`src/rtl/core/deaa_pkg.sv`:
```
// Shared constants, codes and helpers for the double-ended arena allocator.
package deaa_pkg;

  // Pool geometry
  localparam int ALIGN_LOG2  = 7;
  localparam int ALIGNMENT   = 1 << ALIGN_LOG2;
  localparam int STACK_DEPTH = 16;

  // Field and register widths
  localparam int FUNC_W    = 3;
  localparam int SIZE_W    = 32;
  localparam int ADDR_W    = 48;
  localparam int STATUS_W  = 3;
  localparam int CFG_IDX_W = 4;
  localparam int CFG_W     = 48;

  // Offsets never exceed the pool size
  localparam int OFS_W   = 32;
  localparam int COUNT_W = $clog2(STACK_DEPTH + 1);
  localparam int IDX_W   = (STACK_DEPTH > 1) ? $clog2(STACK_DEPTH) : 1;

  // Request codes
  typedef enum logic [FUNC_W-1:0] {
    FUNC_ALLOC_OUT   = 3'd0,
    FUNC_PUSH_TEMP   = 3'd1,
    FUNC_POP_TEMP    = 3'd2,
    FUNC_RELEASE_OUT = 3'd3,
    FUNC_RESTORE_OUT = 3'd4
  } func_t;

  // Response status codes
  typedef enum logic [STATUS_W-1:0] {
    ST_OK      = 3'd0,
    ST_OOM     = 3'd1,
    ST_EMPTY   = 3'd2,
    ST_FULL    = 3'd3,
    ST_RESTORE = 3'd4,
    ST_TEMPS   = 3'd5
  } status_t;

  // Register indexes
  localparam logic [CFG_IDX_W-1:0] REG_POOL_SIZE    = 4'd0;
  localparam logic [CFG_IDX_W-1:0] REG_BASE_ADDRESS = 4'd1;

  // Round a value up to the alignment; result is one bit wider
  function automatic logic [SIZE_W:0] align_up(input logic [SIZE_W-1:0] v);
    logic [SIZE_W:0] sum;
    sum = {1'b0, v} + (SIZE_W + 1)'(ALIGNMENT - 1);
    return sum & ~((SIZE_W + 1)'(ALIGNMENT - 1));
  endfunction

endpackage

```
`src/rtl/core/deaa_if.sv`:
```
// Valid/ready channel interfaces for allocator requests and responses.
interface deaa_req_if;
  logic                            valid;
  logic                            ready;
  logic [deaa_pkg::FUNC_W-1:0]     func;
  logic [deaa_pkg::SIZE_W-1:0]     size_bytes;

  modport source (output valid, output func, output size_bytes, input ready);
  modport sink   (input valid, input func, input size_bytes, output ready);
endinterface

interface deaa_rsp_if;
  logic                            valid;
  logic                            ready;
  logic [deaa_pkg::ADDR_W-1:0]     address;
  logic [deaa_pkg::STATUS_W-1:0]   status;

  modport source (output valid, output address, output status, input ready);
  modport sink   (input valid, input address, input status, output ready);
endinterface

```
`src/rtl/core/double_ended_arena_allocator_top.sv`:
```
// Double-ended arena allocator: output space grows up, temp stack grows down.
// Path: a request transfer is captured in the input register, then goes through one pass
// of add/compare logic into the response register, from which the response transfers.
// Throughput: one request per cycle; the response register and input register
// advance together whenever the response is free or being taken.
// Reset: synchronous; pool size, base and offsets clear, temp stack empties.
module double_ended_arena_allocator_top (
  input  logic                             clk,
  input  logic                             rst,
  input  logic                             cfg_we,
  input  logic [deaa_pkg::CFG_IDX_W-1:0]   cfg_index,
  input  logic [deaa_pkg::CFG_W-1:0]       cfg_data,
  deaa_req_if.sink                         req,
  deaa_rsp_if.source                       rsp
);

  // Configuration and allocator state
  logic [deaa_pkg::SIZE_W-1:0]  pool_size;
  logic [deaa_pkg::ADDR_W-1:0]  base_address;
  logic [deaa_pkg::OFS_W-1:0]   output_offset;
  logic [deaa_pkg::OFS_W-1:0]   temp_offset;
  logic [deaa_pkg::COUNT_W-1:0] stack_count;
  logic [deaa_pkg::OFS_W-1:0]   temp_size_stack [deaa_pkg::STACK_DEPTH];

  // Input register
  logic                         in_vld;
  logic [deaa_pkg::FUNC_W-1:0]  in_func;
  logic [deaa_pkg::SIZE_W-1:0]  in_size;

  // Response register
  logic                         out_vld;
  logic [deaa_pkg::ADDR_W-1:0]  out_address;
  logic [deaa_pkg::STATUS_W-1:0] out_status;

  // Next values
  logic [deaa_pkg::OFS_W-1:0]    output_offset_next;
  logic [deaa_pkg::OFS_W-1:0]    temp_offset_next;
  logic [deaa_pkg::COUNT_W-1:0]  stack_count_next;
  logic                          push_we;
  logic [deaa_pkg::ADDR_W-1:0]   address_next;
  logic [deaa_pkg::STATUS_W-1:0] status_next;

  // Datapath terms
  logic                          advance;
  logic [deaa_pkg::SIZE_W:0]     out_aligned;
  logic [deaa_pkg::SIZE_W+1:0]   alloc_end;
  logic [deaa_pkg::SIZE_W:0]     push_rounded;
  logic [deaa_pkg::SIZE_W+1:0]   push_limit;
  logic [deaa_pkg::OFS_W-1:0]    push_offset;
  logic                          stack_full;
  logic                          stack_empty;
  logic [deaa_pkg::IDX_W-1:0]    wr_idx;
  logic [deaa_pkg::IDX_W-1:0]    rd_idx;
  logic [deaa_pkg::COUNT_W-1:0]  count_dec;

  // Handshake: the pipeline moves when the response slot is free or drains
  assign advance   = in_vld && (!out_vld || rsp.ready);
  assign req.ready = !in_vld || advance;

  assign rsp.valid   = out_vld;
  assign rsp.address = out_address;
  assign rsp.status  = out_status;

  // Shared arithmetic
  assign out_aligned  = deaa_pkg::align_up(output_offset);
  assign alloc_end    = {1'b0, out_aligned} + (deaa_pkg::SIZE_W + 2)'(in_size);
  assign push_rounded = deaa_pkg::align_up(in_size);
  assign push_limit   = (deaa_pkg::SIZE_W + 2)'(output_offset)
                      + (deaa_pkg::SIZE_W + 2)'(push_rounded);
  assign push_offset  = temp_offset - push_rounded[deaa_pkg::OFS_W-1:0];
  assign stack_full   = stack_count >= deaa_pkg::COUNT_W'(deaa_pkg::STACK_DEPTH);
  assign stack_empty  = stack_count == '0;
  assign count_dec    = stack_count - deaa_pkg::COUNT_W'(1);
  assign wr_idx       = stack_count[deaa_pkg::IDX_W-1:0];
  assign rd_idx       = count_dec[deaa_pkg::IDX_W-1:0];

  // Operation decode
  always_comb begin
    output_offset_next = output_offset;
    temp_offset_next   = temp_offset;
    stack_count_next   = stack_count;
    push_we            = 1'b0;
    address_next       = '0;
    status_next        = deaa_pkg::ST_OK;
    unique case (in_func)
      deaa_pkg::FUNC_ALLOC_OUT: begin
        if (alloc_end >= (deaa_pkg::SIZE_W + 2)'(temp_offset)) begin
          status_next = deaa_pkg::ST_OOM;
        end else begin
          output_offset_next = alloc_end[deaa_pkg::OFS_W-1:0];
          address_next = base_address + deaa_pkg::ADDR_W'(out_aligned);
        end
      end
      deaa_pkg::FUNC_PUSH_TEMP: begin
        if (stack_full) begin
          status_next = deaa_pkg::ST_FULL;
        end else if ((deaa_pkg::SIZE_W + 2)'(temp_offset) <= push_limit) begin
          status_next = deaa_pkg::ST_OOM;
        end else begin
          temp_offset_next = push_offset;
          stack_count_next = stack_count + deaa_pkg::COUNT_W'(1);
          push_we          = 1'b1;
          address_next     = base_address + deaa_pkg::ADDR_W'(push_offset);
        end
      end
      deaa_pkg::FUNC_POP_TEMP: begin
        if (stack_empty) begin
          status_next = deaa_pkg::ST_EMPTY;
        end else begin
          stack_count_next = count_dec;
          temp_offset_next = temp_offset + temp_size_stack[rd_idx];
        end
      end
      deaa_pkg::FUNC_RELEASE_OUT: begin
        if (!stack_empty) begin
          status_next = deaa_pkg::ST_TEMPS;
        end else begin
          output_offset_next = '0;
        end
      end
      deaa_pkg::FUNC_RESTORE_OUT: begin
        if (in_size > pool_size) begin
          status_next = deaa_pkg::ST_RESTORE;
        end else begin
          output_offset_next = in_size;
        end
      end
      default: begin
      end
    endcase
  end

  // Input register
  always_ff @(posedge clk) begin
    if (rst) begin
      in_vld <= 1'b0;
    end else if (req.ready) begin
      in_vld <= req.valid;
    end
  end

  always_ff @(posedge clk) begin
    if (req.valid && req.ready) begin
      in_func <= req.func;
      in_size <= req.size_bytes;
    end
  end

  // Response register
  always_ff @(posedge clk) begin
    if (rst) begin
      out_vld <= 1'b0;
    end else if (advance) begin
      out_vld <= 1'b1;
    end else if (rsp.ready) begin
      out_vld <= 1'b0;
    end
  end

  always_ff @(posedge clk) begin
    if (advance) begin
      out_address <= address_next;
      out_status  <= status_next;
    end
  end

  // Allocator state and configuration
  always_ff @(posedge clk) begin
    if (rst) begin
      pool_size     <= '0;
      base_address  <= '0;
      output_offset <= '0;
      temp_offset   <= '0;
      stack_count   <= '0;
    end else if (cfg_we) begin
      unique case (cfg_index)
        deaa_pkg::REG_POOL_SIZE: begin
          pool_size     <= cfg_data[deaa_pkg::SIZE_W-1:0];
          output_offset <= '0;
          temp_offset   <= cfg_data[deaa_pkg::OFS_W-1:0];
          stack_count   <= '0;
        end
        deaa_pkg::REG_BASE_ADDRESS: begin
          base_address <= cfg_data[deaa_pkg::ADDR_W-1:0];
        end
        default: begin
        end
      endcase
    end else if (advance) begin
      output_offset <= output_offset_next;
      temp_offset   <= temp_offset_next;
      stack_count   <= stack_count_next;
    end
  end

  // Temp size stack, written on a successful push
  always_ff @(posedge clk) begin
    if (advance && push_we) begin
      temp_size_stack[wr_idx] <= push_rounded[deaa_pkg::OFS_W-1:0];
    end
  end

endmodule

```
`src/flat_wrapper.sv`:
```
// flat-port wrapper written by rule: the top's interface ports become plain ports
module double_ended_arena_allocator_top_flat 
  (clk, rst, cfg_we, cfg_index, cfg_data, req_valid, req_func, req_size_bytes, req_ready, rsp_valid, rsp_address, rsp_status, rsp_ready);
  deaa_req_if req_i ();
  deaa_rsp_if rsp_i ();
  input  logic clk;
  input  logic rst;
  input  logic cfg_we;
  input  logic [deaa_pkg::CFG_IDX_W-1:0] cfg_index;
  input  logic [deaa_pkg::CFG_W-1:0] cfg_data;
  input wire logic [$bits(req_i.valid)-1:0] req_valid;
  input wire logic [$bits(req_i.func)-1:0] req_func;
  input wire logic [$bits(req_i.size_bytes)-1:0] req_size_bytes;
  output wire logic [$bits(req_i.ready)-1:0] req_ready;
  output wire logic [$bits(rsp_i.valid)-1:0] rsp_valid;
  output wire logic [$bits(rsp_i.address)-1:0] rsp_address;
  output wire logic [$bits(rsp_i.status)-1:0] rsp_status;
  input wire logic [$bits(rsp_i.ready)-1:0] rsp_ready;
  assign req_i.valid = req_valid;
  assign req_i.func = req_func;
  assign req_i.size_bytes = req_size_bytes;
  assign req_ready = req_i.ready;
  assign rsp_valid = rsp_i.valid;
  assign rsp_address = rsp_i.address;
  assign rsp_status = rsp_i.status;
  assign rsp_i.ready = rsp_ready;
  double_ended_arena_allocator_top u_core (.clk(clk), .rst(rst), .cfg_we(cfg_we), .cfg_index(cfg_index), .cfg_data(cfg_data), .req(req_i), .rsp(rsp_i));
endmodule
```
`config.mk`:
```
export PLATFORM = sky130hd
export DESIGN_NAME = double_ended_arena_allocator_top_flat
export DESIGN_NICKNAME = d
export VERILOG_FILES = /design/src/rtl/core/deaa_pkg.sv /design/src/rtl/core/deaa_if.sv /design/src/rtl/core/double_ended_arena_allocator_top.sv /design/src/flat_wrapper.sv
export SDC_FILE = /design/constraint.sdc
export NUM_CORES = 1
export LEC_CHECK = 0
export BUFFER_PORTS_ARGS = -buffer_cell sky130_fd_sc_hd__buf_2
export CAP_MARGIN = 20
export CORE_ASPECT_RATIO = 1.75
export CORE_MARGIN = 5
export CORE_UTILIZATION = 50
export CTS_BUF_LIST = sky130_fd_sc_hd__clkbuf_8
export CTS_CLUSTER_SIZE = 10
export DETAILED_ROUTE_END_ITERATION = 8
export HOLD_SLACK_MARGIN = 0.02
export PLACE_DENSITY = 0.78
export SLEW_MARGIN = 20
export SYNTH_ARGS = -nofsm -noshare
export SYNTH_HDL_FRONTEND = slang
export SYNTH_SLANG_ARGS = --single-unit
export TNS_END_PERCENT = 5
```
`constraint.sdc`:
```
create_clock -name clk -period 22.3 [get_ports clk]
set_input_delay 4.46 -clock clk [delete_from_list [all_inputs] [get_ports clk]]
set_output_delay 4.46 -clock clk [all_outputs]
set_load 0.005 [all_outputs]
```
# Yosys cells after proc, flatten, opt, wreduce, memory -nomap -nowiden
# Memory sizes are Yosys's and may differ from the RTL's.
# Index checks and enable logic that the tools add are counted.
# word_totals
register_bits	237
ramBits	400
inputBits	92
wordCells	95
mem_count	1
# memory_table
memory	depth	word_bits	read_ports	rd_clocked_by_memory_dff	write_ports	line_no	rtl
u_core.temp_size_stack	16	25	1	0	1	double_ended_arena_allocator_top.sv:23	logic [deaa_pkg::OFS_W-1:0] temp_size_stack [deaa_pkg::STACK_DEPTH];
# classes
add_sub_neg	10
magnitude_cmp	4
eq_ne	12
mux	39
n_reduce_logical	18
# op_table
cell	count
32-bit 2-to-1 mux	12
48-bit 2-to-1 mux	3
32-bit case mux with 3 select lines	1
48-bit case mux with 2 select lines	1
32-bit by 7-bit adder with 33-bit output (second input constant)	2
32-bit case mux with 2 select lines	1
48-bit by 32-bit adder with 48-bit output	1
48-bit by 33-bit adder with 48-bit output	1
32-bit by 33-bit adder with 34-bit output	1
33-bit by 32-bit adder with 34-bit output	1
34-bit by 32-bit greater-or-equal comparator with 1-bit output	1
32-bit by 34-bit <= comparator with 1-bit output	1
32-bit adder	1
32-bit > comparator	1
32-bit subtractor	1
5-bit 2-to-1 mux	6
3-bit != test (second input constant)	5
3-bit case mux with 5 select lines	1
6-bit AND reduction	2
5-bit case mux with 2 select lines	1
1-bit 2-to-1 mux	9
3-bit 2-to-1 mux	3
3-bit by 2-bit equality test with 1-bit output (second input constant)	2
5-bit by 1-bit adder with 5-bit output (second input constant)	1
18 further kinds	24

# Depth between registers and ports, before layout
# Gate-level depths: netlist of the first run.
# depth
word_depth	9
ltp_mapped	32
ltp_nobuf	29

# Least setup slack after synthesis of the first run
# No wires, ideal clock.
# synth_timing
kind	input-to-output
from	in rsp_ready
to	out req_ready
t_arrival_ns	4.783
t_required_ns	17.840
slack_ns	13.057
cell_stages	2
path_buffers	0
cell_sequence	nor2b_1 -> nand2_1
# synth_between
elab_chain_len	3
# synth_rtl
element	line_no	rtl
start: declaration	flat_wrapper.sv:18	input wire logic [$bits(rsp_i.ready)-1:0] rsp_ready;
1-bit logical OR	double_ended_arena_allocator_top.sv:57	assign advance = in_vld && (!out_vld || rsp.ready);
1-bit logical AND	double_ended_arena_allocator_top.sv:57	
1-bit logical OR	double_ended_arena_allocator_top.sv:58	assign req.ready = !in_vld || advance;
end: declaration	flat_wrapper.sv:14	output wire logic [$bits(req_i.ready)-1:0] req_ready;
# Every way passes these cells.

# Final worst setup path of the first run
# Same ends and word-level chain as after synthesis.

==> results of run 1 <==
[registers in the layout, summed over array words and instances, names as in the netlist]
| register | count |
|---|---|
| u_core.stack_count | 5 |
| u_core.rsp.address | 48 |
| u_core.in_size | 32 |
| u_core.pool_size | 32 |
| u_core.in_vld | 1 |
| u_core.rsp.valid | 1 |
| u_core.base_address | 48 |
| u_core.temp_size_stack | 400 |
| u_core.in_func | 3 |
| u_core.temp_offset | 32 |
| u_core.output_offset | 32 |
| u_core.rsp.status | 3 |
[metrics by stage]
| step | worst slack [ps] | cell area [um2] | instances | hold WS, ps | utilization [%] |
|---|---|---|---|---|---|
| after global routing | 12580 | 39200 | 4276 | 468 | 55.5 |
| after CTS | 12690 | 39200 | 4275 | 455 | 55.4 |
| after detailed placement | 12700 | 37600 | 4126 | 447 | 53.2 |
| final | 12690 | 39200 | 4277 | 454 | 55.5 |
| after floorplan | 13060 | 35600 | 3121 | 436 | - |
| after global placement | 12700 | 37600 | 4126 | 442 | 53.2 |
[final cells by class]
class,count,area (um2)
Clock inverter,57,347
Clock buffer,92,1270
Sequential cell,637,17600
Multi-Input combinational cell,2219,17100
Tap cell,917,1150
Antenna cell,2,5.00
Timing Repair Buffer,200,1140
Fill cell,5867,31500
Inverter,153,574
[worst max-delay path, cell delays in order]
cell and delay, ps:
buf_2 100, nor2b_1 340, nand2_1 110, buf_2 140
[cell families (layout without fill, tap and decap cells)]
family,Yosys count,count (layout)
AOI/OAI and AO/OA,812,812
xor gates and xnor gates,193,193
adders and majority gates,264,264
buffers and inverters,265,502
DFF,637,637
muxes,144,144
other,0,2
and+or+nand+nor,806,806
[power groups by stage]
stage | registers [mW] | clock network [mW] | logic, mW
global placement | 1.33 | 0 | 0.278
detailed placement | 1.33 | 0 | 0.284
CTS | 1.31 | 0.875 | 0.285
floorplan | 1.33 | 0 | 0.197
global route | 1.31 | 0.927 | 0.314
finish | 1.31 | 0.861 | 0.290
[layer usage]
layer,GRT usage [%],up-vias,share of wire [%]
li1,-,12100,-
met5,0,-,0
met2,46.2,1163,51
met1,26.7,12900,34
met3,4.04,370,6.1
met4,18.8,0,8.8
[path summary, 6_finish.rpt]
kind / start / endpoint / slack [ps] / depth (start not counted)
setup reg to reg: u_core.in_size[3] / u_core.temp_size_stack[15][17] / 13430 / 28
hold / removal: u_core.pool_size[27] / u_core.pool_size[27] / 450 / 2
hold reg to reg: u_core.pool_size[27] / u_core.pool_size[27] / 450 / 2
setup / recovery: rsp_ready / req_ready / 12690 / 4
[Yosys cell counts, types with 17 or more instances]
cell and n:
nor3_1 44, edfxtp_1 486, o21ai_0 128, nor2_1 159
o21bai_1 17, dfxtp_1 151, inv_1 152, xor2_1 74
mux4_2 125, ha_1 254, nand3_1 52, o21a_1 36
or3_1 31, a31oi_1 31, nand2b_1 34, xnor2_1 118
and3_1 21, clkbuf_1 86, nand4_1 35, a21o_1 111
a21oi_1 299, a22oi_1 25, nor2b_1 27, o211ai_1 18
o22ai_1 28, nand2_1 325, a211oi_1 17
==> flow_summary.ini, run 1 <==
[power]
switching_power_mw = 0.637
leakagePower_nw = 14.7
power.clock.fraction_pct = 35.0
peakVddDrop_v = 0.0000407
p_total_mw = 2.46
swShare_pct = 25.9
power_per_cell_area_mw_per_mm2 = 62.7
seqPwrFrac_pct = 53.2
p_int_mw = 1.82
combinationalPowerShare_pct = 11.8

[synthesis]
synthXorXnorAreaFrac_pct = 4.78
synth_top_family_by_area = compound AO/OA/AOI/OAI gates
muxShareOfSynthArea_pct = 8.45
synth_compound_area_share_pct = 14.3
syn-instance-count = 3121
yosys.area.top_type_share_pct = 41.0
async_flop_share_pct = 0
ys_seq_elements = 637
syn_area_mm2 = 0.0356
yosys_warnings = 0
synthAdderAreaFrac_pct = 9.38
synth_ff_type = edfxtp_1
yosysUniqueCellTypes = 88
synth.yosys.seq_area_share_pct = 49.5
synth_edf_count = 486
synthSimpleGateAreaFrac_pct = 10.7
syn_area_per_cell_um2 = 11.4
synth_fp_nets = 3473
synth.area.top_cells = edfxtp_1 41%, ha_1 8.9%, dfxtp_1 8.5%
yosysTopAreaCell = edfxtp_1

[global_route]
first_global_vias = 26900
grt_max_degree = 79
gr-usage-all-layers_pct = 25.7
grt_antenna_before_repair = 4
grt_overflow = 0
grt_pass1_wl_mm = 151

[setup_path]
critPathRequiredTime_ps = 17840
critPathKind = in2out
cp.arrival_ps = 5150
end_kind = output pin
path_max_fanout = 5
start_kind = input port

[detailed_routing]
via_per_inst = 6.21
drt_iter0_markers = 2262
antenna_left = 0
first_pass_iters = 9
routedWlPerCell_um = 23.7
drc = 0
wirelength_mm = 101
vias = 26600

[sta]
relSlewSlack_pct = 24.2
finalSetupViolCount = 0
timing.fmax_mhz = 104
hold_viol_final = 0
rsz0062_at_grt = no
slew_viol_final = 0
final.setup_skew_ps = 35.2
period_share_pct = 43.1
period_minus_slack_ps = 9610
worst_pin_slew_ps = 1140
tns_ps = 0

[floorplanning]
fp.coreArea_mm2 = 0.0707
die_h_um = 363
dieArea_mm2 = 0.0769
io_pins = 145
rows = 129
die_x_um = 212
initial_core_util_pct = 50.4

[layout]
area_delta_synth_final_pct = 10.2
nNetsFinal = 3649
layout_common_cells = 486 x edfxtp_1, 324 x nand2_1, 299 x a21oi_1
final_common_cell = edfxtp_1
drive_gt1_share_pct = 15.2

[placement]
io_buffer_count = 144
gp_congestion = 0.950
dp_hpwl_mm = 73.8

[clocking]
cts_tree = yes
cts.htree.levels = 3
cts_resized = 0
clk_path_buf_depth = 3
clock_latency_ps = 740
hold_buffers = 0
postCtsSetupBuffers = 0
clk_pin_slew_ps = 60
cts-root-buf = clkbuf_8
clock_sinks = 637
numCtsBuffers = 86

[worst_hold_path]
hold_path_class = reg2reg

[outcome]
status = finished, final reports clean

[run]
drv_cap = 0
No activity file was read; power rests on OpenSTA's default activity.
==> run 2: changes to the inputs <==
Settings changed: ABC_AREA from default to 1.
Clock period 22.3 ns to 9.5 ns, I/O delays scaled along.
==> run 2 against run 1 <==
  * Sequential share of layout area down 1.5 points
  * Global-route usage up 5.8 points
  * Largest cell class unchanged
  * Largest power group unchanged
  * Clock skew up 12 ps
==> flow_summary.ini, run 2 <==
[global_route]
grt_antenna_before_repair = 2
grt_overflow = 0
first_global_vias = 32500
grt_max_degree = 173
gr-usage-all-layers_pct = 31.4
grt_pass1_wl_mm = 190

[sta]
final.setup_skew_ps = 47.1
tns_ps = 0
hold_viol_final = 0
rsz0062_at_grt = no
relSlewSlack_pct = 15.6
slew_viol_final = 0
worst_pin_slew_ps = 1260
period_minus_slack_ps = 8120
period_share_pct = 85.5
worst_slack_ps = 1380
timing.fmax_mhz = 123
finalSetupViolCount = 0

[setup_path]
critPathRequiredTime_ps = 9870
slowest_stage = nor2_4
worst-path-buf-inv = 6
critPathKind = reg2reg
end_kind = flop
start_kind = flop
cp.arrival_ps = 8490
path_max_fanout = 25
critPathMaxStageDelay_ps = 740
path_delay_family = simple AND/OR/NAND/NOR gates
critPathMostFrequentCell = nand2_1

[layout]
final_common_cell = nand2_1
fill_cells = 6620
seq_area_mm2 = 0.0176
area_delta_synth_final_pct = 9.69
largest_register_ffs = 400
nNetsFinal = 4737
multi_input_area_mm2 = 0.0173
drive_gt1_share_pct = 9.02
layout_common_cells = 904 x nand2_1, 492 x a21oi_1, 486 x edfxtp_1
fin_cells = 5398
top_register = u_core.temp_size_stack

[synthesis]
yosysUniqueCellTypes = 59
ys_seq_elements = 637
synth_top_family_by_area = simple AND/OR/NAND/NOR gates
synthSimpleGateAreaFrac_pct = 17.2
muxShareOfSynthArea_pct = 0
syn_area_per_cell_um2 = 8.71
synth.area.top_cells = edfxtp_1 39%, nand2_1 9.2%, ha_1 8.6%
synth_edf_count = 486
async_flop_share_pct = 0
yosysMostFrequentCell = nand2_1
yosysTopAreaCell = edfxtp_1
synth.yosys.seq_area_share_pct = 47.6
synthAdderAreaFrac_pct = 8.90
synth_ff_type = edfxtp_1
synth_compound_area_share_pct = 16.2
synthXorXnorAreaFrac_pct = 3.81
synth_fp_nets = 4606
syn-instance-count = 4254
yosys_warnings = 0
ys_top_cells_by_count = 904 x nand2_1, 492 x a21oi_1, 486 x edfxtp_1
syn_area_mm2 = 0.0370
yosys.area.top_type_share_pct = 39.4

[clocking]
cts.htree.levels = 3
cts_resized = 0
numCtsBuffers = 89
cts_tree = yes
clock_sinks = 637
postCtsSetupBuffers = 0
cts-root-buf = clkbuf_8
clk_pin_slew_ps = 70
clock_latency_ps = 780
hold_buffers = 0
clk_path_buf_depth = 3

[power]
p_total_mw = 6.37
power_per_cell_area_mw_per_mm2 = 157
peakVddDrop_v = 0.000101
leakagePower_nw = 16.9

[placement]
io_buffer_count = 144
dp_worst_setup_slack_ps = 1510
dp_hpwl_mm = 95.7
gp_congestion = 1.11
placedCellCount = 5232

[detailed_routing]
wirelength_mm = 129
vias = 32300
drt_iter0_markers = 2848
wl_met3_mm = 8.14
via_per_inst = 5.99
antenna_left = 0
routedWlPerCell_um = 23.9
drc = 0
first_pass_iters = 8
wl_met1_mm = 41.6
dr_wl_met2_mm = 65.4
highest_layer = met4

[worst_hold_path]
hold_path_class = reg2reg

[floorplanning]
dieArea_mm2 = 0.0798
die_x_um = 216
initial_core_util_pct = 50.2
fp.coreArea_mm2 = 0.0738
die_h_um = 370
rows = 132
io_pins = 145

[outcome]
status = finished, final reports clean

[run]
drv_cap = 0
[run 2: cell count changes after synthesis, sizes merged, moves of 125 or more]
cell,before,now
nand2,325,915
inv,153,456
nor2,160,389
a21oi,299,493
o21ai,132,273
mux4,125,0
[run 2: cells by family after synthesis]
| logic type | after synthesis |
|---|---|
| AND/OR/NAND/NOR | 1546 |
| AO/OA/AOI/OAI | 1040 |
| flip-flops | 637 |
| buffers and inverters | 610 |
| XOR/XNOR | 161 |
| adder cells (fa/ha/maj) | 260 |
[run 2: where the power goes]
part	total, mW	internal, mW	switching, mW
Clock	2.13	1.03	1.10
Combinational	1.15	0.364	0.786
Sequential	3.09	3.04	0.0560
Total	6.37	4.43	1.94
[run 2: worst min-delay path, delay by kind of cell, from the launching register on]
| kind | cells | cell delay [ps] |
|---|---|---|
| flops | 1 | 300 |
| buf+inv | 1 | 60 |
| compound gates | 1 | 50 |
[run 2: layout make-up]
class / count / share of cell area (%)
inverters: 457 / 4.24
multi-input cells: 3007 / 42.5
well taps: 938 / 2.89
repair buffers: 193 / 2.74
clock inverters: 67 / 0.973
diodes: 2 / 0.0123
flip-flops and latches: 637 / 43.4
clock buffers: 97 / 3.29
[run 2: final timing paths]
path / cells after the start / slack [ps] / start / to
hold / removal: 2 / 460 / u_core.pool_size[26] / u_core.pool_size[26]
hold reg to reg: 2 / 460 / u_core.pool_size[26] / u_core.pool_size[26]
setup / recovery: 35 / 1380 / u_core.in_size[9] / u_core.temp_size_stack[7][7]
setup reg to reg: 35 / 1380 / u_core.in_size[9] / u_core.temp_size_stack[7][7]
[run 2: metrics by stage]
step                hold slack [ps]  util, %  instance area [um2]
finish                          458     55.0                40600
global route                    477     55.0                40600
CTS                             462     55.0                40600
detailed placement              452     52.7                38900
global placement                446     52.7                38900
floorplan                       433        -                37000
[run 2: per-layer routing]
layer	vias to the layer above	GRT usage, %
li1	15000	-
met1	15200	30.6
met2	1559	56.5
met3	547	4.95
met4	0	28.7
met5	-	0
